==> config.mk <==
export PLATFORM = sky130hd
export DESIGN_NAME = inclusive_day_count_between_dates
export DESIGN_NICKNAME = d
export VERILOG_FILES = /design/src/design/idc_pkg.sv /design/src/design/idc_pipe_ctrl.sv /design/src/design/idc_day_num.sv /design/src/design/inclusive_day_count_between_dates.sv
export SDC_FILE = /design/constraint.sdc
export NUM_CORES = 1
export LEC_CHECK = 0
export BUFFER_PORTS_ARGS = -buffer_cell sky130_fd_sc_hd__buf_4
export CAP_MARGIN = 10
export CELL_PAD_IN_SITES_DETAIL_PLACEMENT = 0
export CELL_PAD_IN_SITES_GLOBAL_PLACEMENT = 1
export CORE_MARGIN = 4
export CORE_UTILIZATION = 47
export DETAILED_ROUTE_END_ITERATION = 8
export PLACE_DENSITY_LB_ADDON = 0.25
export SLEW_MARGIN = 20
export SYNTH_ARGS = -nofsm -noshare
export SYNTH_HDL_FRONTEND = slang
export SYNTH_SLANG_ARGS = --single-unit
==> constraint.sdc <==
create_clock -name clk -period 6.27 [get_ports clk]
set_input_delay 1.254 -clock clk [delete_from_list [all_inputs] [get_ports clk]]
set_output_delay 1.254 -clock clk [all_outputs]
set_load 0.01 [all_outputs]
==> src/design/idc_pkg.sv <==
package idc_pkg;

    localparam int unsigned MONTH_W = 4;
    localparam int unsigned DAY_W   = 5;
    localparam int unsigned YEAR_W  = 14;
    localparam int unsigned COUNT_W = 22;
    localparam int unsigned DNUM_W  = 23;
    localparam int unsigned Q100_W  = 8;
    localparam int unsigned LEAPS_W = 13;
    localparam int unsigned PART_W  = 9;

    localparam logic [12:0]        RECIP100    = 13'd5243;
    localparam int unsigned        RECIP_SHIFT = 19;
    localparam logic [6:0]         HUNDRED     = 7'd100;
    localparam logic [8:0]         DAYS_YEAR   = 9'd365;
    localparam logic [COUNT_W-1:0] COUNT_MAX   = '1;

    localparam logic [MONTH_W-1:0] JAN = 4'd1;
    localparam logic [MONTH_W-1:0] FEB = 4'd2;
    localparam logic [MONTH_W-1:0] DEC = 4'd12;

    typedef struct packed {
        logic [MONTH_W-1:0] start_month;
        logic [DAY_W-1:0]   start_day;
        logic [YEAR_W-1:0]  start_year;
        logic [MONTH_W-1:0] end_month;
        logic [DAY_W-1:0]   end_day;
        logic [YEAR_W-1:0]  end_year;
    } req_t;

    typedef struct packed {
        logic [COUNT_W-1:0] day_count;
        logic               valid_res;
    } rsp_t;

    typedef struct packed {
        logic s1;
        logic s2;
        logic s3;
        logic s4;
    } pipe_en_t;

    function automatic logic [PART_W-1:0] days_before(input logic [MONTH_W-1:0] m);
        logic [PART_W-1:0] r;
        unique case (m)
            4'd1:    r = 9'd0;
            4'd2:    r = 9'd31;
            4'd3:    r = 9'd59;
            4'd4:    r = 9'd90;
            4'd5:    r = 9'd120;
            4'd6:    r = 9'd151;
            4'd7:    r = 9'd181;
            4'd8:    r = 9'd212;
            4'd9:    r = 9'd243;
            4'd10:   r = 9'd273;
            4'd11:   r = 9'd304;
            4'd12:   r = 9'd334;
            default: r = 9'd0;
        endcase
        return r;
    endfunction

    function automatic logic [DAY_W-1:0] month_len(input logic [MONTH_W-1:0] m,
                                                   input logic leap);
        logic [DAY_W-1:0] r;
        unique case (m) inside
            4'd2:                    r = leap ? 5'd29 : 5'd28;
            4'd4, 4'd6, 4'd9, 4'd11: r = 5'd30;
            default:                 r = 5'd31;
        endcase
        return r;
    endfunction

endpackage

==> src/design/idc_pipe_ctrl.sv <==
module idc_pipe_ctrl (
    input  logic              clk,
    input  logic              rst_n,
    input  logic              req_valid,
    output logic              req_ready,
    output logic              rsp_valid,
    input  logic              rsp_ready,
    output idc_pkg::pipe_en_t en
);
    import idc_pkg::*;

    logic v1_reg, v2_reg, v3_reg, v4_reg;
    logic v1_next, v2_next, v3_next, v4_next;
    logic adv1, adv2, adv3, adv4;

    always_comb
    begin
        adv4 = !v4_reg || rsp_ready;
        adv3 = !v3_reg || adv4;
        adv2 = !v2_reg || adv3;
        adv1 = !v1_reg || adv2;
        v1_next = adv1 ? req_valid : v1_reg;
        v2_next = adv2 ? v1_reg    : v2_reg;
        v3_next = adv3 ? v2_reg    : v3_reg;
        v4_next = adv4 ? v3_reg    : v4_reg;
    end

    always_ff @(posedge clk or negedge rst_n)
    begin
        if (!rst_n)
        begin
            v1_reg <= 1'b0;
            v2_reg <= 1'b0;
            v3_reg <= 1'b0;
            v4_reg <= 1'b0;
        end
        else
        begin
            v1_reg <= v1_next;
            v2_reg <= v2_next;
            v3_reg <= v3_next;
            v4_reg <= v4_next;
        end
    end

    assign req_ready = adv1;
    assign rsp_valid = v4_reg;
    assign en.s1     = adv1;
    assign en.s2     = adv2;
    assign en.s3     = adv3;
    assign en.s4     = adv4;

endmodule

==> src/design/idc_day_num.sv <==
module idc_day_num #(
    parameter int unsigned YEAR_MAX = 9999
) (
    input  logic                          clk,
    input  idc_pkg::pipe_en_t             en,
    input  logic [idc_pkg::MONTH_W-1:0]   month,
    input  logic [idc_pkg::DAY_W-1:0]     day,
    input  logic [idc_pkg::YEAR_W-1:0]    year,
    output logic [idc_pkg::DNUM_W-1:0]    num,
    output logic                          ok
);
    import idc_pkg::*;

    localparam logic [16:0] YMAX = 17'(YEAR_MAX);
    localparam int unsigned PROD_W = YEAR_W + 13;

    // stage 1: year / 100 by reciprocal
    logic [PROD_W-1:0]  prod;
    logic [MONTH_W-1:0] m1_reg;
    logic [DAY_W-1:0]   d1_reg;
    logic [YEAR_W-1:0]  y1_reg;
    logic [Q100_W-1:0]  q100_reg, q100_next;

    assign prod      = PROD_W'(year) * PROD_W'(RECIP100);
    assign q100_next = Q100_W'(prod >> RECIP_SHIFT);

    always_ff @(posedge clk)
    begin
        if (en.s1)
        begin
            m1_reg   <= month;
            d1_reg   <= day;
            y1_reg   <= year;
            q100_reg <= q100_next;
        end
    end

    // stage 2: leap, checks, partial sums
    logic [YEAR_W-1:0]  rem;
    logic               rem_nz, div400, leap, ok2_next;
    logic [LEAPS_W-1:0] leaps_reg, leaps_next;
    logic [DNUM_W-1:0]  y365_reg, y365_next;
    logic [PART_W-1:0]  part_reg, part_next;
    logic               ok2_reg;

    always_comb
    begin
        rem    = y1_reg - YEAR_W'(YEAR_W'(q100_reg) * YEAR_W'(HUNDRED));
        rem_nz = (rem != '0);
        div400 = !rem_nz && (q100_reg[1:0] == 2'b00);
        leap   = div400 || ((y1_reg[1:0] == 2'b00) && rem_nz);
        ok2_next = (m1_reg >= JAN) && (m1_reg <= DEC) && (d1_reg != '0)
                   && ({3'b000, y1_reg} <= YMAX)
                   && (d1_reg <= month_len(m1_reg, leap));
        leaps_next = LEAPS_W'(y1_reg[YEAR_W-1:2])
                     + LEAPS_W'(y1_reg[1:0] != 2'b00)
                     - LEAPS_W'(q100_reg)
                     - LEAPS_W'(rem_nz)
                     + LEAPS_W'(q100_reg[Q100_W-1:2])
                     + LEAPS_W'(!div400);
        y365_next = DNUM_W'(y1_reg) * DNUM_W'(DAYS_YEAR);
        part_next = days_before(m1_reg) + PART_W'(d1_reg) - PART_W'(1)
                    + PART_W'((m1_reg > FEB) && leap);
    end

    always_ff @(posedge clk)
    begin
        if (en.s2)
        begin
            leaps_reg <= leaps_next;
            y365_reg  <= y365_next;
            part_reg  <= part_next;
            ok2_reg   <= ok2_next;
        end
    end

    // stage 3: day number
    logic [DNUM_W-1:0] num_reg, num_next;
    logic              ok3_reg;

    assign num_next = y365_reg + DNUM_W'(leaps_reg) + DNUM_W'(part_reg);

    always_ff @(posedge clk)
    begin
        if (en.s3)
        begin
            num_reg <= num_next;
            ok3_reg <= ok2_reg;
        end
    end

    assign num = num_reg;
    assign ok  = ok3_reg;

endmodule

==> src/design/inclusive_day_count_between_dates.sv <==
// Inclusive day count between two Gregorian dates.
//
// Input channel req_valid/req_ready/req carries one word per item: start and
// end dates as month, day and year. Output channel rsp_valid/rsp_ready/rsp
// carries one word per item: the count of days from start to end, both
// counted, and valid_res. A malformed date (bad month, day out of range for
// that month and year, year above YEAR_MAX) or an end before the start
// gives valid_res = 0 with a zero count. Counts beyond the field saturate.
//
// Four register stages: year / 100 by reciprocal multiply, leap and range
// checks with partial sums, day number, then difference and the output
// register. A word accepted on req moves through the stage registers in that
// order and is shown on rsp from the output register until it is taken.
// One word per cycle is taken and delivered while rsp_ready stays high.
// When rsp_ready is low the pipeline closes up its bubbles and then holds;
// req_ready drops only when every stage is full, and nothing is lost.
// Reset clears all stage valid flags; the block is empty and ready at once.
module inclusive_day_count_between_dates #(
    parameter int unsigned YEAR_MAX = 9999
) (
    input  logic          clk,
    input  logic          rst_n,
    input  logic          req_valid,
    output logic          req_ready,
    input  idc_pkg::req_t req,
    output logic          rsp_valid,
    input  logic          rsp_ready,
    output idc_pkg::rsp_t rsp
);
    import idc_pkg::*;

    pipe_en_t          en;
    logic [DNUM_W-1:0] num_s, num_e;
    logic              ok_s, ok_e;

    idc_pipe_ctrl u_ctrl (
        .clk       (clk),
        .rst_n     (rst_n),
        .req_valid (req_valid),
        .req_ready (req_ready),
        .rsp_valid (rsp_valid),
        .rsp_ready (rsp_ready),
        .en        (en)
    );

    idc_day_num #(.YEAR_MAX(YEAR_MAX)) u_start (
        .clk   (clk),
        .en    (en),
        .month (req.start_month),
        .day   (req.start_day),
        .year  (req.start_year),
        .num   (num_s),
        .ok    (ok_s)
    );

    idc_day_num #(.YEAR_MAX(YEAR_MAX)) u_end (
        .clk   (clk),
        .en    (en),
        .month (req.end_month),
        .day   (req.end_day),
        .year  (req.end_year),
        .num   (num_e),
        .ok    (ok_e)
    );

    logic [DNUM_W:0]   diff;
    logic [DNUM_W-1:0] count;
    rsp_t              rsp_reg, rsp_next;

    always_comb
    begin
        diff  = {1'b0, num_e} - {1'b0, num_s};
        count = diff[DNUM_W-1:0] + DNUM_W'(1);
        rsp_next = '0;
        if (ok_s && ok_e && !diff[DNUM_W])
        begin
            rsp_next.valid_res = 1'b1;
            rsp_next.day_count = (count > DNUM_W'(COUNT_MAX)) ? COUNT_MAX
                                                              : count[COUNT_W-1:0];
        end
    end

    always_ff @(posedge clk)
    begin
        if (en.s4)
            rsp_reg <= rsp_next;
    end

    assign rsp = rsp_reg;

endmodule

# Word-level counts from Yosys, hierarchy flattened
# Memory sizes are Yosys's and may differ from the RTL's. A register that Yosys moved wholly into a read port is not among the register bits.
# Cells that the tools add are included.
# totals
reg_bits	229
rom_bits	288
input_bits	50
output_inout_bits	25
elab_cells	130
n_memories	2
# op_classes
n_addsub	24
n_mul	6
order_cmp	11
n_eq_ne	10
muxes	8
n_reduce_logical	43
# memory_table
name	depth	width	rd	rd_clocked_by_memory_dff	wr	line	source
(no name shown)	16	9	1	1	0	idc_pkg.sv:45	unique case (m)
(no name shown)	16	9	1	1	0	idc_pkg.sv:45	
# op_table
operator	n
$mul A14 B13 Y27 const B	2
$add A23 B13 Y23	2
$add A23 B9 Y23	2
$mul A14 B9 Y23 const B	2
$le A14 B14 Y1 const B	2
$reduce_bool A14 Y1	2
$sub A14 B14 Y14	2
$add A12 B1 Y13	2
$add A13 B1 Y13	2
$add A13 B6 Y13	2
$sub A13 B1 Y13	2
$sub A13 B8 Y13	2
$mul A8 B5 Y12 const B	2
$sub A23 B23 Y24	1
$add A23 B1 Y23 const B	1
$gt A23 B22 Y1 const B	1
$mux W22	1
$pmux W5 S2	2
$add A9 B1 Y9	2
$add A9 B5 Y9	2
$sub A9 B1 Y9 const B	2
$eq A4 B3 Y1 const B	4
$eq A4 B4 Y1 const B	4
$logic_and A1 B1 Y1	16
13 further kinds	40

# Logic depth before layout (Yosys ltp)
# logic_depth
word_depth	10
depth_mapped	37
mapped_depth_nobuf	37

# By module
# Synthesis repeated with hierarchy kept, for this count alone.
# unflattened
cells_unflattened	2745
area_unflattened_um2	28648.7
# modules_own_cells
mod	instances	cells_each	area_each_um2	seq_area_each_um2
idc_day_num (u_end)	1	1158	12634.6	3213.1
idc_day_num (u_start)	1	1158	12562.0	3213.1
inclusive_day_count_between_dates	1	412	3253.1	690.7
idc_pipe_ctrl	1	17	198.9	100.1

# Worst setup path after synthesis
# Ideal clock, no wire load.
# synth_path
path_kind	register -> register
startpoint	reg u_start.q100_reg[3]
endpoint	reg u_start.leaps_reg[12] (data pin)
setup_ns	0.266
arrival_time_ns	6.625
required_time_ns	6.004
slack_ns	-0.621
path_stages_with_launch	30
path_buffers	0
synth_period_minus_slack_ns	6.891
cell_sequence	edfxtp_1 ha_1 ha_1 fa_1 ha_1 a21oi_1 o21bai_1 a21oi_1 xnor2_1 ha_1 and3_1 a21o_1 o311ai_0 nor2_1 fa_1 inv_1 fa_1 inv_1 fa_1 ha_1 a21o_1 a21oi_1 o21ai_0 a21oi_1 o21bai_1 a21oi_1 nor2b_1 o21a_1 o41ai_1 xnor2_1
# synth_between
elab_chain_len	7
word_cells_on_any_way	10
cone_classes	add/sub: 5; mul: 1; reduce/logical: 4
# synth_lines
element	line	source
start: declaration	idc_day_num.sv:22	logic [Q100_W-1:0] q100_reg, q100_next;
start signal: assignment	idc_day_num.sv:34	q100_reg <= q100_next;
branches (longest 6 deep; another with $sub A14 B14 Y14)	--	
$add A13 B1 Y13 *	idc_day_num.sv:60	+ LEAPS_W'(!div400);
net u_start.leaps_next[12]	idc_day_num.sv:41	logic [LEAPS_W-1:0] leaps_reg, leaps_next;
end signal: assignment	idc_day_num.sv:70	leaps_reg <= leaps_next;
end: declaration	idc_day_num.sv:41	
# Mark *: on every way through the listed nets, which the timed path passes.
# A chain may end at the register's enable or synchronous reset.

# Worst setup path after layout
# layout_path
startpoint	reg u_end.q100_reg[2]
endpoint	reg u_end.leaps_reg[11] (data pin)
# layout_between
elab_chain_len	7
word_cells_on_any_way	10
cone_classes	add/sub: 5; mul: 1; reduce/logical: 4
# layout_lines
element	line
start: declaration	idc_day_num.sv:22
start signal: assignment	idc_day_num.sv:34
branches (longest 6 deep; another with $sub A14 B14 Y14)	--
$add A13 B1 Y13 *	idc_day_num.sv:60
net u_end.leaps_next[11]	idc_day_num.sv:41
end signal: assignment	idc_day_num.sv:70
end: declaration	idc_day_num.sv:41
# Marked as above.

==> reports/qor.csv <==
metric,value,unit
status,"complete, but fails checks",
violations,setup timing,
grt_max_degree,73,
ys_warn_count,0,
clock-root-buffer,clkbuf_16,
grt_pass1_wl,93100,um
ios,75,
worst_slew_pin_slew,1.01,ns
crit_arrival,7.14,ns
drc,0,
insertion_delay,0.59,ns
cap_violations,0,
die_height,250,um
grt_pass1_vias,19300,
initial_core_util,47.6,%
final_cell_count_no_fill,3601,
final_layout_size_suffix_gt1_share,13.3,%
regToRegSetupSlack,-0.55,ns
num_antenna_cells,0,
ys_seq_area_share,26.2,%
synth-seq-cells,247,
hp-class,reg2reg,
cp_slowest_stage_delay,0.55,ns
synth_nets,3448,
synth_edf_count,225,
start_kind,flop,
final_max_slew_viol_count,0,
via_per_inst,5.03,
holdCritStartpoint,u_end.ok2_reg,
finalHoldViolCount,0,
cp-startpoint,u_end.q100_reg[2],
core,0.0578,sq mm
die_x,250,um
grt-ovfl-total,0,
rr_startpoint,u_end.q100_reg[2],
rsz0062_at_grt,true,
cts.sinks,247,
gp_congestion,0.850,
critPathKind,reg2reg,
finalCritPeriodShare,109,%
cp.buffers_inverters,3,
grt.total_usage,17.8,%
antenna_found_initial,0,
synthArstFlopShare,1.62,%
crit_fanout,3,
hpwl,45600,um
required,6.60,ns
fin_ws,-0.549,ns
nets,3662,
synthCells,2598,
register_area,0.00722,sq mm
drt_first_pass_iters,4,
vias,18100,
fin_skew,0.0287,ns
relSlewSlack,32.3,%
clockBufferDepth,3,
syn_avg_cell_area,10.6,sq um
slowest_stage,fa_1,
multi_input_area,0.0186,sq mm
synthesis.area,0.0275,sq mm
route.antenna.remaining_nets,0,
fin_util,54.6,%
fmax,147,MHz
dieArea,0.0625,sq mm
cts_max_level,1,
cts_buffers,30,
final.fill_count,5079,
layout_min_cycle_time,6.82,ns
wire_per_inst,15.1,um
critPathTopFamily,adder cells,
cts_tree,yes,
setup_viol,11,
hold_buffers,0,
rows,88,
port_buffers,74,
syn2layout_area_growth,14.6,%
dpl.cell_count,3524,
synth_ff_type,edfxtp_1,
wl,54500,um
synth.distinct_cells,82,
cp-end-kind,flop,
drt_iter0_drc,621,
clk_pin_slew_worst_paths,0.06,ns
-- through the flow --
step | hold WS (ns) | setup WS, ns | cell area (sq um) | setup TNS (ns)
2_1_floorplan | 0.400 | -0.295 | 27600 | -1.23
6_report | 0.427 | -0.549 | 31600 | -3.50
3_3_place_gp | 0.409 | -0.540 | 29900 | -3.87
4_1_cts | 0.413 | -0.598 | 31400 | -4.51
5_1_grt | 0.419 | -0.898 | 31600 | -7.57
3_5_place_dp | 0.413 | -0.816 | 29900 | -6.28
-- final timing paths --
kind	end	cells past startpoint
setup / recovery	u_end.leaps_reg[11]	36
hold / removal	u_end.ok	0
setup reg to reg	u_end.leaps_reg[11]	36
hold reg to reg	u_end.ok	0
max in group asynchronous	u_ctrl.rsp_valid	1
min in group asynchronous	u_ctrl.v3_reg	1
-- layout make-up --
type	instances	area share, %
flip-flops and latches	247	22.9
well taps	765	3.03
multi-input cells	1732	58.9
clock buffers	34	2.43
inverters	608	7.23
clock inverters	22	0.829
repair buffers	193	4.69
-- layer usage --
layer / vias to the layer above / wire length, um / GRT usage (%)
li1: 9098 / - / -
met1: 8729 / 25000 / 23.7
met2: 199 / 26700 / 31.5
met3: 78 / 1620 / 2.16
met4: 0 / 1180 / 3.71
met5: - / 0 / 0
-- cells in the mapped netlist, drive strengths merged (4+ instances only) --
cell type	instances	share of area, %
a2111oi	5	0.18
a211o	4	0.13
a211oi	9	0.31
a21boi	16	0.44
a21o	41	1.1
a21oi	117	2.2
a221o	4	0.15
a311oi	4	0.13
a31oi	12	0.27
and2	7	0.16
and3	16	0.36
clkbuf	8	0.11
dfrtp	4	0.36
dfxtp	18	1.3
edfxtp	225	25
fa	260	19
ha	540	25
inv	608	8.3
mux2	4	0.16
mux2i	14	0.51
nand2	78	1.1
nand2b	25	0.57
nand3	34	0.62
nand3b	5	0.18
nand4	9	0.23
nor2	107	1.5
nor2b	27	0.61
nor3	36	0.71
nor3b	6	0.18
nor4	8	0.18
o21a	9	0.25
o21ai	76	1.4
o21bai	11	0.30
o31ai	9	0.31
o41ai	8	0.25
or2	4	0.091
or3	13	0.30
xnor2	131	4.2
xor2	45	1.5
-- cell usage in the layout (no fill, tap or decap), types with 12 or more instances in the layout --
master	instances
edfxtp_1	225
and3_1	15
dfxtp_1	18
xor2_1	44
ha_1	519
clkbuf_16	30
a21o_1	40
nor2_1	100
nand2b_1	25
ha_4	17
nand3_1	33
a21oi_2	21
a21boi_0	12
buf_4	187
a21oi_1	95
fa_1	249
or3_1	12
nand2_1	77
nor2b_1	25
o21ai_0	64
nor3_1	31
xnor2_1	124
inv_1	597
-- cell families after synthesis --
| family | Yosys count | synth area share, % |
|---|---|---|
| buffers and inverters | 619 | 8.50 |
| and+or+nand+nor | 381 | 6.92 |
| adders and majority gates | 800 | 43.4 |
| muxes | 18 | 0.672 |
| xor gates and xnor gates | 177 | 5.73 |
| AOI/OAI and AO/OA | 356 | 8.53 |
| DFF | 247 | 26.2 |
-- timing repair --
action / CTS / global route
pin swaps: 33 / 29
cloned: 0 / 0
resized for setup: 54 / 42
setup endpoints to repair: 17 / 21
buffers inserted: 31 / 12
-- worst reg2reg max path, delay by kind of cell, from the launching register on --
family                   cells  cell delay (ns)
AND/OR/NAND/NOR              7             1.00
AO/OA/AOI/OAI               12             1.09
buffers and inverters        3             0.23
flip-flops                   1             0.41
XOR/XNOR                     4             0.62
adder cells (fa/ha/maj)     10             3.22
Power is not shown: default switching activity piles up to over one toggle a cycle in this logic, so the estimate is an artifact.
